===== src/sqws_pkg.sv =====
// ----------------------------------------------------------------------------
// sqws_pkg
// Shared types and constants of the quarter-wave SPWM sequencer.
// ----------------------------------------------------------------------------
package sqws_pkg;

    localparam logic [1:0] REQ_TICK   = 2'd0;
    localparam logic [1:0] REQ_WRITE  = 2'd1;
    localparam logic [1:0] REQ_RETUNE = 2'd2;

    localparam logic RES_TICK = 1'b0;
    localparam logic RES_TUNE = 1'b1;

    localparam logic CFG_KNOB_LOW  = 1'b0;
    localparam logic CFG_KNOB_HIGH = 1'b1;

    localparam int          KNOB_W       = 10;
    localparam int          CMP_W        = 11;
    localparam logic [10:0] PEAK_COMPARE = 11'd1250;
    localparam logic [9:0]  KNOB_HIGH_RST = 10'd1023;

    typedef struct packed {
        logic [1:0]        req_type;
        logic [9:0]        entry_index;
        logic [CMP_W-1:0]  entry_value;
        logic [KNOB_W-1:0] knob_value;
    } in_word_t;

    typedef struct packed {
        logic             result_kind;
        logic [CMP_W-1:0] first_compare;
        logic [CMP_W-1:0] second_compare;
        logic [9:0]       quarter_count;
        logic             negative_half;
    } out_word_t;

    typedef struct packed {
        logic ram_wr;
        logic ram_rd;
        logic latch_knob;
        logic knob_setup;
        logic step_iter;
        logic scale;
        logic div_iter;
        logic commit;
        logic emit_tick;
        logic emit_tune;
    } cmd_t;

    typedef struct packed {
        logic empty_range;
    } status_t;

    typedef enum logic [7:0] {
        ST_IDLE   = 8'b0000_0001,
        ST_TICK   = 8'b0000_0010,
        ST_KNOB   = 8'b0000_0100,
        ST_STEP   = 8'b0000_1000,
        ST_SCALE  = 8'b0001_0000,
        ST_DIV    = 8'b0010_0000,
        ST_COMMIT = 8'b0100_0000,
        ST_TUNE   = 8'b1000_0000
    } state_t;

endpackage


===== src/sqws_ctrl.sv =====
// ----------------------------------------------------------------------------
// sqws_ctrl
// Sequencer controller: handshakes, state machine and loop counter.
// ----------------------------------------------------------------------------
module sqws_ctrl #(
    parameter int STEP_ITERS = 9,
    parameter int DIV_ITERS  = 21
) (
    input  logic                clk,
    input  logic                rst_n,
    input  logic                req_valid,
    input  logic [1:0]          req_type,
    output logic                req_ready,
    output logic                rsp_valid,
    input  logic                rsp_ready,
    input  sqws_pkg::status_t   status,
    output sqws_pkg::cmd_t      cmd
);
    import sqws_pkg::*;

    localparam int CNT_MAX = (STEP_ITERS > DIV_ITERS) ? STEP_ITERS : DIV_ITERS;
    localparam int CNT_W   = $clog2(CNT_MAX + 1);

    state_t           state_reg, state_next;
    logic [CNT_W-1:0] cnt_reg, cnt_next;
    logic             out_valid_reg, out_valid_next;
    logic             out_free;
    logic             idle_valid;

    assign out_free   = !out_valid_reg || rsp_ready;
    assign idle_valid = (state_reg == ST_IDLE) && req_valid;
    assign req_ready  = (state_reg == ST_IDLE);
    assign rsp_valid  = out_valid_reg;

    always_comb
    begin
        state_next = state_reg;
        cnt_next   = cnt_reg;
        cmd        = '0;

        cmd.ram_wr     = idle_valid && (req_type == REQ_WRITE);
        cmd.ram_rd     = idle_valid && (req_type == REQ_TICK);
        cmd.latch_knob = idle_valid && (req_type == REQ_RETUNE);

        unique case (state_reg)
            ST_IDLE:
            begin
                if (cmd.ram_rd)
                begin
                    state_next = ST_TICK;
                end
                else if (cmd.latch_knob)
                begin
                    state_next = ST_KNOB;
                end
            end
            ST_TICK:
            begin
                if (out_free)
                begin
                    cmd.emit_tick = 1'b1;
                    state_next    = ST_IDLE;
                end
            end
            ST_KNOB:
            begin
                cmd.knob_setup = 1'b1;
                if (status.empty_range || (STEP_ITERS == 0))
                begin
                    state_next = ST_SCALE;
                end
                else
                begin
                    cnt_next   = CNT_W'(STEP_ITERS);
                    state_next = ST_STEP;
                end
            end
            ST_STEP:
            begin
                cmd.step_iter = 1'b1;
                cnt_next      = cnt_reg - CNT_W'(1);
                if (cnt_reg == CNT_W'(1))
                begin
                    state_next = ST_SCALE;
                end
            end
            ST_SCALE:
            begin
                cmd.scale  = 1'b1;
                cnt_next   = CNT_W'(DIV_ITERS);
                state_next = ST_DIV;
            end
            ST_DIV:
            begin
                cmd.div_iter = 1'b1;
                cnt_next     = cnt_reg - CNT_W'(1);
                if (cnt_reg == CNT_W'(1))
                begin
                    state_next = ST_COMMIT;
                end
            end
            ST_COMMIT:
            begin
                cmd.commit = 1'b1;
                state_next = ST_TUNE;
            end
            ST_TUNE:
            begin
                if (out_free)
                begin
                    cmd.emit_tune = 1'b1;
                    state_next    = ST_IDLE;
                end
            end
            default:
            begin
                state_next = ST_IDLE;
            end
        endcase
    end

    always_comb
    begin
        out_valid_next = out_valid_reg;
        if (cmd.emit_tick || cmd.emit_tune)
        begin
            out_valid_next = 1'b1;
        end
        else if (rsp_ready)
        begin
            out_valid_next = 1'b0;
        end
    end

    always_ff @(posedge clk or negedge rst_n)
    begin
        if (!rst_n)
        begin
            state_reg     <= ST_IDLE;
            cnt_reg       <= '0;
            out_valid_reg <= 1'b0;
        end
        else
        begin
            state_reg     <= state_next;
            cnt_reg       <= cnt_next;
            out_valid_reg <= out_valid_next;
        end
    end
endmodule


===== config.mk =====
export PLATFORM = sky130hd
export DESIGN_NAME = sqws_ctrl
export DESIGN_NICKNAME = d
export VERILOG_FILES = /design/src/sqws_pkg.sv /design/src/sqws_ctrl.sv
export SDC_FILE = /design/constraint.sdc
export NUM_CORES = 1
export LEC_CHECK = 0
export BUFFER_PORTS_ARGS = -buffer_cell sky130_fd_sc_hd__buf_2
export CAP_MARGIN = 25
export CORE_MARGIN = 10
export CORE_UTILIZATION = 35
export CTS_BUF_LIST = sky130_fd_sc_hd__clkbuf_4 sky130_fd_sc_hd__clkbuf_8
export DETAILED_ROUTE_END_ITERATION = 16
export PLACE_DENSITY = 0.55
export REMOVE_ABC_BUFFERS = 1
export SETUP_SLACK_MARGIN = 0.4
export SYNTH_ARGS = -nofsm -noshare
export SYNTH_HDL_FRONTEND = slang
export SYNTH_SLANG_ARGS = --single-unit

===== constraint.sdc =====
create_clock -name clk -period 2.5 [get_ports clk]
set_clock_uncertainty 0.15 [all_clocks]
set_input_delay 0.125 -clock clk [delete_from_list [all_inputs] [get_ports clk]]
set_output_delay 0.125 -clock clk [all_outputs]
set_load 0.01 [all_outputs]

==> out/metrics.yaml, run 1 <==
status: "completed"
area_growth_pct: 43.8
final_nets: 155
io_pins: 19
grt_max_degree: 15
clock-sinks: 14
synth_edf_count: 0
yosys-top-cells-count: "dfrtp_1, nor2_1, nor3_1"
drive_gt1_share_pct: 47.6
seq_area_frac_synth_pct: 38.5
setup_viol_count_final: 0
drtPass1Iterations: 4
antenna_cells: 0
worstPathMaxFanout: 4
min_to: "state_reg[2]"
fp.dieW_um: 71.1
largest_register_ffs: 8
cpMostUsedCell: "or4_4"
fin_crit_sh_pct: 85.7
clk-insertion-delay-late_ns: 0.29
r2r_slack_ns: 0.36
core_um2: 2480
cp-startpoint: "state_reg[1]"
swShare_pct: 37.7
combPwrFrac_pct: 50.4
drtAntennaViolNets: 0
slew_headroom_pct: 74.9
holdPathStages: 3
worstReg2RegStart: "state_reg[1]"
tightest_slew_ns: 0.374
cap_violations: 0
required_ns: 2.53
clock_path_buffers: 2
cp_slowest_cell: "or4_4"
seq_power_share_pct: 33.8
routed_wirelength_um: 2540
synthCells: 103
grt_pass1_wl_um: 4130
clock.fmax_mhz: 467
holdCritStartpoint: "req_valid"
rows: 18
antenna_found_initial: 0
ff2ff_path_depth: 4
dr.first_iter.drc_count: 34
worstPathArrival_ns: 2.17
cp_slowest_stage_delay_ns: 0.55
final.min_clock_period_ns: 2.14
die_h_um: 71.1
yosysWarnings: 0
crit_type: "reg2reg"
post-synth-top-area-cell: "dfrtp_1"
synth_flop_cell: "dfrtp_1"
clockRootBuffer: "clkbuf_4"
power_density_nw_per_um2: 726
ys_seq_elements: 14
ir_worst_vdd_uv: 403
clkPwrFrac_pct: 15.9
async_flop_share_pct: 100
rsz0062_at_grt: "true"
finalNonFillerCells: 175
vias: 914
p_int_w: 0.000595
dieArea_um2: 5050
grt_pass1_vias: 855
yosysTopAreaCellShare_pct: 35.6
critPathCaptureType: "register"
dp_cells: 147
worst_slack_ns: 0.359
worstHoldPathType: "in2reg"
synth.area.top_cells: "dfrtp_1, nor3_1, a21o_1, nand2b_1, nor2_1"
cts_tree: "built"
cts_buffers: 3
setup_tns_ns: 0
port_buffers: 18
grt.total_usage_pct: 9.76
pre_cts_ws_ns: 0.378
cts.clk_slew.worst_paths_ns: 0.09
cp_cell_sequence: "or4_4 > buf_6 > or4_4 > mux2_2"
final_max_slew_viol_count: 0
worstSetupStartpointType: "register"
vias_per_cell: 5.22
drc: 0
p_sw_w: 0.000360
syn_avg_cell_area_um2: 8.87
dp_hpwl_um: 1590
synth.most_common_cell: "dfrtp_1"
netlist_area_um2: 913
r2r-end: "cnt_reg[0]"
htree_levels: 1
gp_congestion: 0.839
initial_core_util_pct: 36.9
synth_cell_types: 34
power_leakage_nw: 0.657
finalHoldViolCount: 0
wl_per_cell_um: 14.5
grt_overflow: 0
[per-stage QoR]
step / power, W / cell area [um^2] / hold WS, ns / utilization, %
global placement: 0.000657 / 1020 / -0.111 / 41.3
global route: 0.00103 / 1310 / 0.0413 / 53.0
detailed placement: 0.000659 / 1020 / -0.114 / 41.3
finish: 0.000954 / 1310 / 0.0211 / 53.0
CTS: 0.000895 / 1200 / 0.0287 / 48.6
floorplan: 0.000569 / 887 / -0.321 / -
[layout make-up]
class / instances / area [um^2]
fillers: 218 / 1160
repair buffers: 43 / 293
flip-flops and latches: 14 / 358
multi-input cells: 78 / 573
clock buffers: 4 / 30.0
well taps: 30 / 37.5
inverters: 6 / 22.5
[power groups by stage]
stage,clock (W),sequential [W],combinational [W]
floorplan,0,0.000327,0.000241
finish,0.000152,0.000322,0.000481
CTS,0.000151,0.000323,0.000422
global placement,0,0.000339,0.000318
detailed placement,0,0.000340,0.000319
global route,0.000162,0.000330,0.000534
[what timing repair did]
item                                    CTS  global route
endpoints found under the hold margin    15             0
endpoints found under the setup margin   13            12
hold buffers                              2             0
pin swaps                                 2             6
resized for setup                        11             8
setup buffers                            13             9
[cell families (layout without fill, tap and decap cells)]
logic type,Yosys count,after routing,share of synthesized area (%)
multiplexers,1,1,1.23
AO/OA/AOI/OAI,20,20,14.7
XOR/XNOR,2,2,1.92
flip-flops,14,14,38.5
buffers and inverters,11,53,5.34
adder cells (fa/ha/maj),2,2,2.74
AND/OR/NAND/NOR,53,53,35.6
[layer usage]
metal | up-vias | GRT usage (%) | share of wire (%)
met4 | 0 | 5.38 | 2.3
met5 | - | 0 | 0
met2 | 20 | 14.9 | 47
met3 | 5 | 2.37 | 2.9
met1 | 432 | 12.2 | 48
li1 | 457 | - | -
[worst max-delay path by stage]
stage,end,slack [ns],cells after the start
floorplan,cnt_reg[0],0.44,3
global placement,cnt_reg[0],0.39,3
detailed placement,cnt_reg[0],0.38,3
CTS,cnt_reg[0],0.38,4
global route,cmd[8],0.27,5
finish,cnt_reg[0],0.36,4
[cells in the final DEF, fill, tap and decap left out, types with 5 or more instances in the layout]
cell / n
buf_4: 22
nor2_1: 7
nand2_1: 6
dfrtp_2: 5
dfrtp_1: 8
nand2b_1: 6
inv_1: 6
a21oi_1: 6
buf_2: 17
a21o_1: 6
nor3_1: 7
[worst max-delay path: cells and delay by family (launching register included)]
kind                   cells  cell delay (ns)
AND/OR/NAND/NOR            2             1.04
flip-flops                 1             0.42
multiplexers               1             0.27
buffers and inverters      1             0.15
No activity file was read; power rests on OpenSTA's default activity.
==> run 2: changes to the inputs <==
--- a/config.mk
+++ b/config.mk
@@ -6,14 +6,15 @@
 export NUM_CORES = 1
 export LEC_CHECK = 0
 export BUFFER_PORTS_ARGS = -buffer_cell sky130_fd_sc_hd__buf_2
-export CAP_MARGIN = 25
+export CAP_MARGIN = 20
 export CORE_MARGIN = 10
 export CORE_UTILIZATION = 35
 export CTS_BUF_LIST = sky130_fd_sc_hd__clkbuf_4 sky130_fd_sc_hd__clkbuf_8
 export DETAILED_ROUTE_END_ITERATION = 16
-export PLACE_DENSITY = 0.55
+export PLACE_DENSITY_LB_ADDON = 0.25
 export REMOVE_ABC_BUFFERS = 1
 export SETUP_SLACK_MARGIN = 0.4
+export SKIP_LAST_GASP = 1
 export SYNTH_ARGS = -nofsm -noshare
 export SYNTH_HDL_FRONTEND = slang
 export SYNTH_SLANG_ARGS = --single-unit
==> out/metrics.yaml, run 2 (synthesized netlist as in run 1, its figures left out) <==
status: "completed"
htree_levels: 1
slew_headroom_pct: 69.6
worstReg2RegStart: "state_reg[1]"
routed_wirelength_um: 2510
power_leakage_nw: 0.638
fin_crit_sh_pct: 86.3
antenna_cells: 0
critPathCaptureType: "register"
drive_gt1_share_pct: 45.0
grt.total_usage_pct: 9.66
worst_slack_ns: 0.343
setup_viol_count_final: 0
drtAntennaViolNets: 0
worstSetupStartpointType: "register"
holdCritStartpoint: "rsp_ready"
hold_ws_ns: 0.0270
core_um2: 2480
layout_common_cells: "buf_2, buf_4, nor3_1, dfrtp_1, nor2_1"
rows: 18
clk-insertion-delay-late_ns: 0.30
cts.clk_slew.worst_paths_ns: 0.10
ir_worst_vdd_uv: 375
dp_hpwl_um: 1610
power_density_nw_per_um2: 728
crit_type: "reg2reg"
ff2ff_path_depth: 4
tightest_slew_ns: 0.453
drc: 0
gp_congestion: 0.832
io_pins: 19
clockRootBuffer: "clkbuf_4"
pre_cts_ws_ns: 0.339
r2r_slack_ns: 0.34
met3_usage_pct: 3.07
required_ns: 2.55
worstHoldPathType: "in2reg"
setup_tns_ns: 0
fill_cells: 236
drtPass1Iterations: 4
grt.busiest_layer: "met2"
die_h_um: 71.1
dp_cells: 147
dieArea_um2: 5050
largest_register_ffs: 8
antenna_found_initial: 0
cts_buffers: 3
final.min_clock_period_ns: 2.16
cts_tree: "built"
finalHoldViolCount: 0
min_to: "rsp_valid"
final_max_slew_viol_count: 0
port_buffers: 18
clock-sinks: 14
grt_max_degree: 15
worstPathMaxFanout: 5
clock_path_buffers: 2
initial_core_util_pct: 36.9
wl_per_cell_um: 14.8
grt_pass1_vias: 883
grt_overflow: 0
area_growth_pct: 41.8
clock.fmax_mhz: 464
rsz0062_at_grt: "true"
gr-usage-met1_pct: 11.1
finalNonFillerCells: 170
r2r-end: "cnt_reg[0]"
grt_pass1_wl_um: 4020
vias: 929
use_met2_pct: 14.7
fp.dieW_um: 71.1
dr.first_iter.drc_count: 40
holdPathStages: 3
cap_violations: 0
worstPathArrival_ns: 2.20
vias_per_cell: 5.46
final_nets: 150
run 2: changes by cell type in the layout (fill, tap and decap cells not counted):
cell / before / now
buf_4: 22 / 17
nor3_2: 3 / 1
nor2_2: 2 / 1
nor2_4: 1 / 2
nor3_1: 7 / 8
nor3_4: 0 / 1
nor4_2: 1 / 0
nor4_4: 2 / 3
or4b_2: 2 / 1
or4b_4: 0 / 1
run 2: worst max path at each step:
stage / start / endpoint / cells after the start
floorplan: state_reg[1] / cnt_reg[0] / 3
CTS: state_reg[1] / cmd[5] / 4
finish: state_reg[1] / cnt_reg[0] / 4
global route: state_reg[1] / cnt_reg[0] / 4
detailed placement: state_reg[1] / cnt_reg[0] / 3
global placement: state_reg[1] / cnt_reg[0] / 3
run 2: cell type report:
cell class	instances	area [um^2]	share of cell area, %
timing repair buffer	38	255	19.7
clock buffer	4	30.0	2.32
multi-input combinational	78	592	45.7
tap	30	37.5	2.90
sequential	14	358	27.6
inverter	6	22.5	1.74
run 2: through the flow:
| stage | area (um^2) | total power, W | utilization, % |
|---|---|---|---|
| final | 1290 | 0.000943 | 52.3 |
| after global routing | 1290 | 0.00101 | 52.3 |
| after CTS | 1190 | 0.000899 | 48.0 |
| after detailed placement | 1020 | 0.000658 | 41.3 |
| after global placement | 1020 | 0.000650 | 41.3 |
| after floorplan | 887 | 0.000569 | - |
run 2: worst max-delay path: stages, from the launching register on:
cell     delay (ns)
dfrtp_2        0.41
or4_4          0.55
buf_6          0.16
or4_4          0.51
mux2_2         0.29
run 2: power breakdown:
group | leakage, nW | switching (W) | internal, W
clock network | 0.0184 | 0.0000828 | 0.0000731
logic | 0.447 | 0.000239 | 0.000218
registers | 0.173 | 0.0000465 | 0.000283
run 2: per-layer routing:
metal,vias to the layer above,wire [um]
met5,-,0
met4,0,43
met3,3,125
met2,30,1250
met1,444,1100
li1,452,-
run 2: what timing repair did:
action,CTS,global route
resized for setup,9,13
setup buffers,12,5
pin swaps,3,6
endpoints found under the hold margin,15,0
endpoints found under the setup margin,13,18
hold buffers,2,0
gates cloned,0,0
==> run 3: changes to the inputs <==
--- a/config.mk
+++ b/config.mk
@@ -5,6 +5,7 @@
 export SDC_FILE = /design/constraint.sdc
 export NUM_CORES = 1
 export LEC_CHECK = 0
+export ABC_AREA = 1
 export BUFFER_PORTS_ARGS = -buffer_cell sky130_fd_sc_hd__buf_2
 export CAP_MARGIN = 20
 export CORE_MARGIN = 10
==> out/metrics.yaml, run 3 <==
status: "completed"
htree_levels: 1
synth-simple-area-share_pct: 42.7
fin_crit_sh_pct: 70.6
drtPass1Iterations: 4
drt-met1-wl_um: 866
crit_type: "reg2out"
ff2ff_path_depth: 8
worstPathMaxFanout: 5
rsz0062_at_grt: "false"
seq_power_share_pct: 39.4
worstHoldPathType: "in2reg"
synth.area.top_cells: "dfrtp_1, nand2_1, inv_1, nor2_1, nand2_2"
clock.fmax_mhz: 566
worstReg2RegStart: "state_reg[0]"
power_leakage_nw: 0.647
vias_per_cell: 4.54
synth_compound_area_share_pct: 5.57
worstSetupStartpointType: "register"
grt_max_degree: 15
synth_edf_count: 0
syn_avg_cell_area_um2: 7.49
slew_headroom_pct: 79.0
postPlaceCellArea_um2: 1070
post-synth-top-area-cell: "dfrtp_1"
synth_xor_xnor_area_share_pct: 1.86
io_pins: 19
worstPathArrival_ns: 1.49
drc: 0
die_h_um: 71.9
vias: 818
largest_register_ffs: 8
finalNonFillerCells: 180
clockRootBuffer: "clkbuf_4"
wl_met3_um: 87
drive_gt1_share_pct: 31.3
seq_area_frac_synth_pct: 37.3
final.min_clock_period_ns: 1.77
ys_seq_elements: 14
holdPathStages: 3
required_ns: 2.23
clock_path_buffers: 2
p_int_w: 0.000521
final_nets: 160
wl_per_cell_um: 11.2
min_to: "state_reg[2]"
synth_cell_types: 27
synth_flop_cell: "dfrtp_1"
clock-sinks: 14
dr.first_iter.drc_count: 20
critPathCaptureType: "output port"
power_density_nw_per_um2: 782
setup_viol_count_final: 0
muxShareOfSynthArea_pct: 0
grt_pass1_vias: 769
async_flop_share_pct: 100
final_max_slew_viol_count: 0
r2r-end: "cnt_reg[3]"
p_sw_w: 0.000355
synth_top_family_by_area: "simple AND/OR/NAND/NOR gates"
port_buffers: 18
holdCritStartpoint: "req_valid"
netlist_area_um2: 943
core_um2: 2520
dp_hpwl_um: 1710
combPwrFrac_pct: 44.2
finalHoldViolCount: 0
gp_congestion: 0.847
synth.most_common_cell: "nand2_1"
dr_wl_met2_um: 1020
cts_buffers: 3
clk-insertion-delay-late_ns: 0.28
r2r_slack_ns: 0.94
antenna_cells: 0
cts.clk_slew.worst_paths_ns: 0.08
routed.top_layer: "met4"
rows: 18
cap_violations: 0
antenna_found_initial: 0
fp.dieW_um: 71.9
tightest_slew_ns: 0.315
setup_tns_ns: 0
post_cts_resized: 0
synthAdderAreaFrac_pct: 2.65
yosysWarnings: 0
yosysTopAreaCellShare_pct: 34.5
grt_overflow: 0
routed_wirelength_um: 2010
synthCells: 126
grt.total_usage_pct: 8.07
clkPwrFrac_pct: 16.4
dp_cells: 174
layout_common_cells: "nand2_1, inv_1, buf_2"
yosys-top-cells-count: "nand2_1, inv_1, nor2_1"
grt_pass1_wl_um: 3320
fill_cells: 283
area_growth_pct: 18.8
initial_core_util_pct: 37.4
cts_tree: "built"
ir_worst_vdd_uv: 337
dieArea_um2: 5170
design_area_um2: 1120
swShare_pct: 40.5
drtAntennaViolNets: 0
cts_setup_buffers: 0
final_common_cell: "nand2_1"
run 3: cell count changes in the layout (fill, tap and decap cells not counted), moves of 6 or more:
cell,delta
buf_4,-17
nand2_2,+8
inv_1,+16
a21o_1,-6
nand3_1,+6
nor2_1,+10
nand2_1,+18
nand2b_1,-6
nor3_1,-6
run 3: worst max path at each step:
stage	start	end	slack, ns
floorplan	state_reg[0]	cnt_reg[3]	1.05
global placement	state_reg[5]	cnt_reg[0]	0.99
detailed placement	state_reg[0]	cnt_reg[3]	0.95
CTS	state_reg[7]	cmd[9]	0.71
global route	state_reg[7]	cmd[9]	0.61
finish	state_reg[7]	cmd[8]	0.73
run 3: power groups by stage:
stage,registers (W),logic [W],clock network [W]
finish,0.000345,0.000388,0.000144
global route,0.000354,0.000437,0.000158
CTS,0.000344,0.000395,0.000152
detailed placement,0.000350,0.000391,0
global placement,0.000346,0.000388,0
floorplan,0.000339,0.000304,0
run 3: logic make-up after synthesis:
family                   count (synthesis)
AND/OR/NAND/NOR                         74
buffers and inverters                   25
flip-flops                              14
AO/OA/AOI/OAI                            9
XOR/XNOR                                 2
adder cells (fa/ha/maj)                  2
run 3: worst max-delay path, stage by stage (launching register included):
cell and delay (ns):
dfrtp_1 0.44, nor2_2 0.17, nand2_4 0.11, nor2_8 0.15, nand2_1 0.08, nor2_1 0.12
buf_2 0.15
run 3: repair_timing:
action	in CTS	in global routing
hold endpoints to repair	16	0
hold buffers	2	0
endpoints found under the setup margin	0	0
run 3: area by class of cell:
cell class	count	area, um^2	share of cell area (%)
Multi-Input combinational cell	87	498	44.4
Sequential cell	14	352	31.4
Timing Repair Buffer	20	110	9.82
Inverter	25	93.8	8.37
Tap cell	30	37.5	3.35
Clock buffer	4	30.0	2.68
run 3: routing by layer:
| layer | track usage [%] | up-vias |
|---|---|---|
| met5 | 0 | - |
| met3 | 2.18 | 4 |
| met2 | 13.9 | 11 |
| met4 | 4.52 | 0 |
| met1 | 8.70 | 367 |
| li1 | - | 436 |
run 3: metrics by stage:
| stage | hold slack (ns) | setup slack [ns] | util (%) | power, W |
|---|---|---|---|---|
| after floorplan | -0.321 | 1.05 | - | 0.000643 |
| after global placement | -0.105 | 0.985 | 42.5 | 0.000734 |
| after detailed placement | -0.105 | 0.953 | 42.5 | 0.000740 |
| after CTS | 0.000688 | 0.710 | 44.4 | 0.000892 |
| after global routing | 0.0154 | 0.614 | 44.4 | 0.000949 |
| final | 0.00742 | 0.734 | 44.4 | 0.000877 |
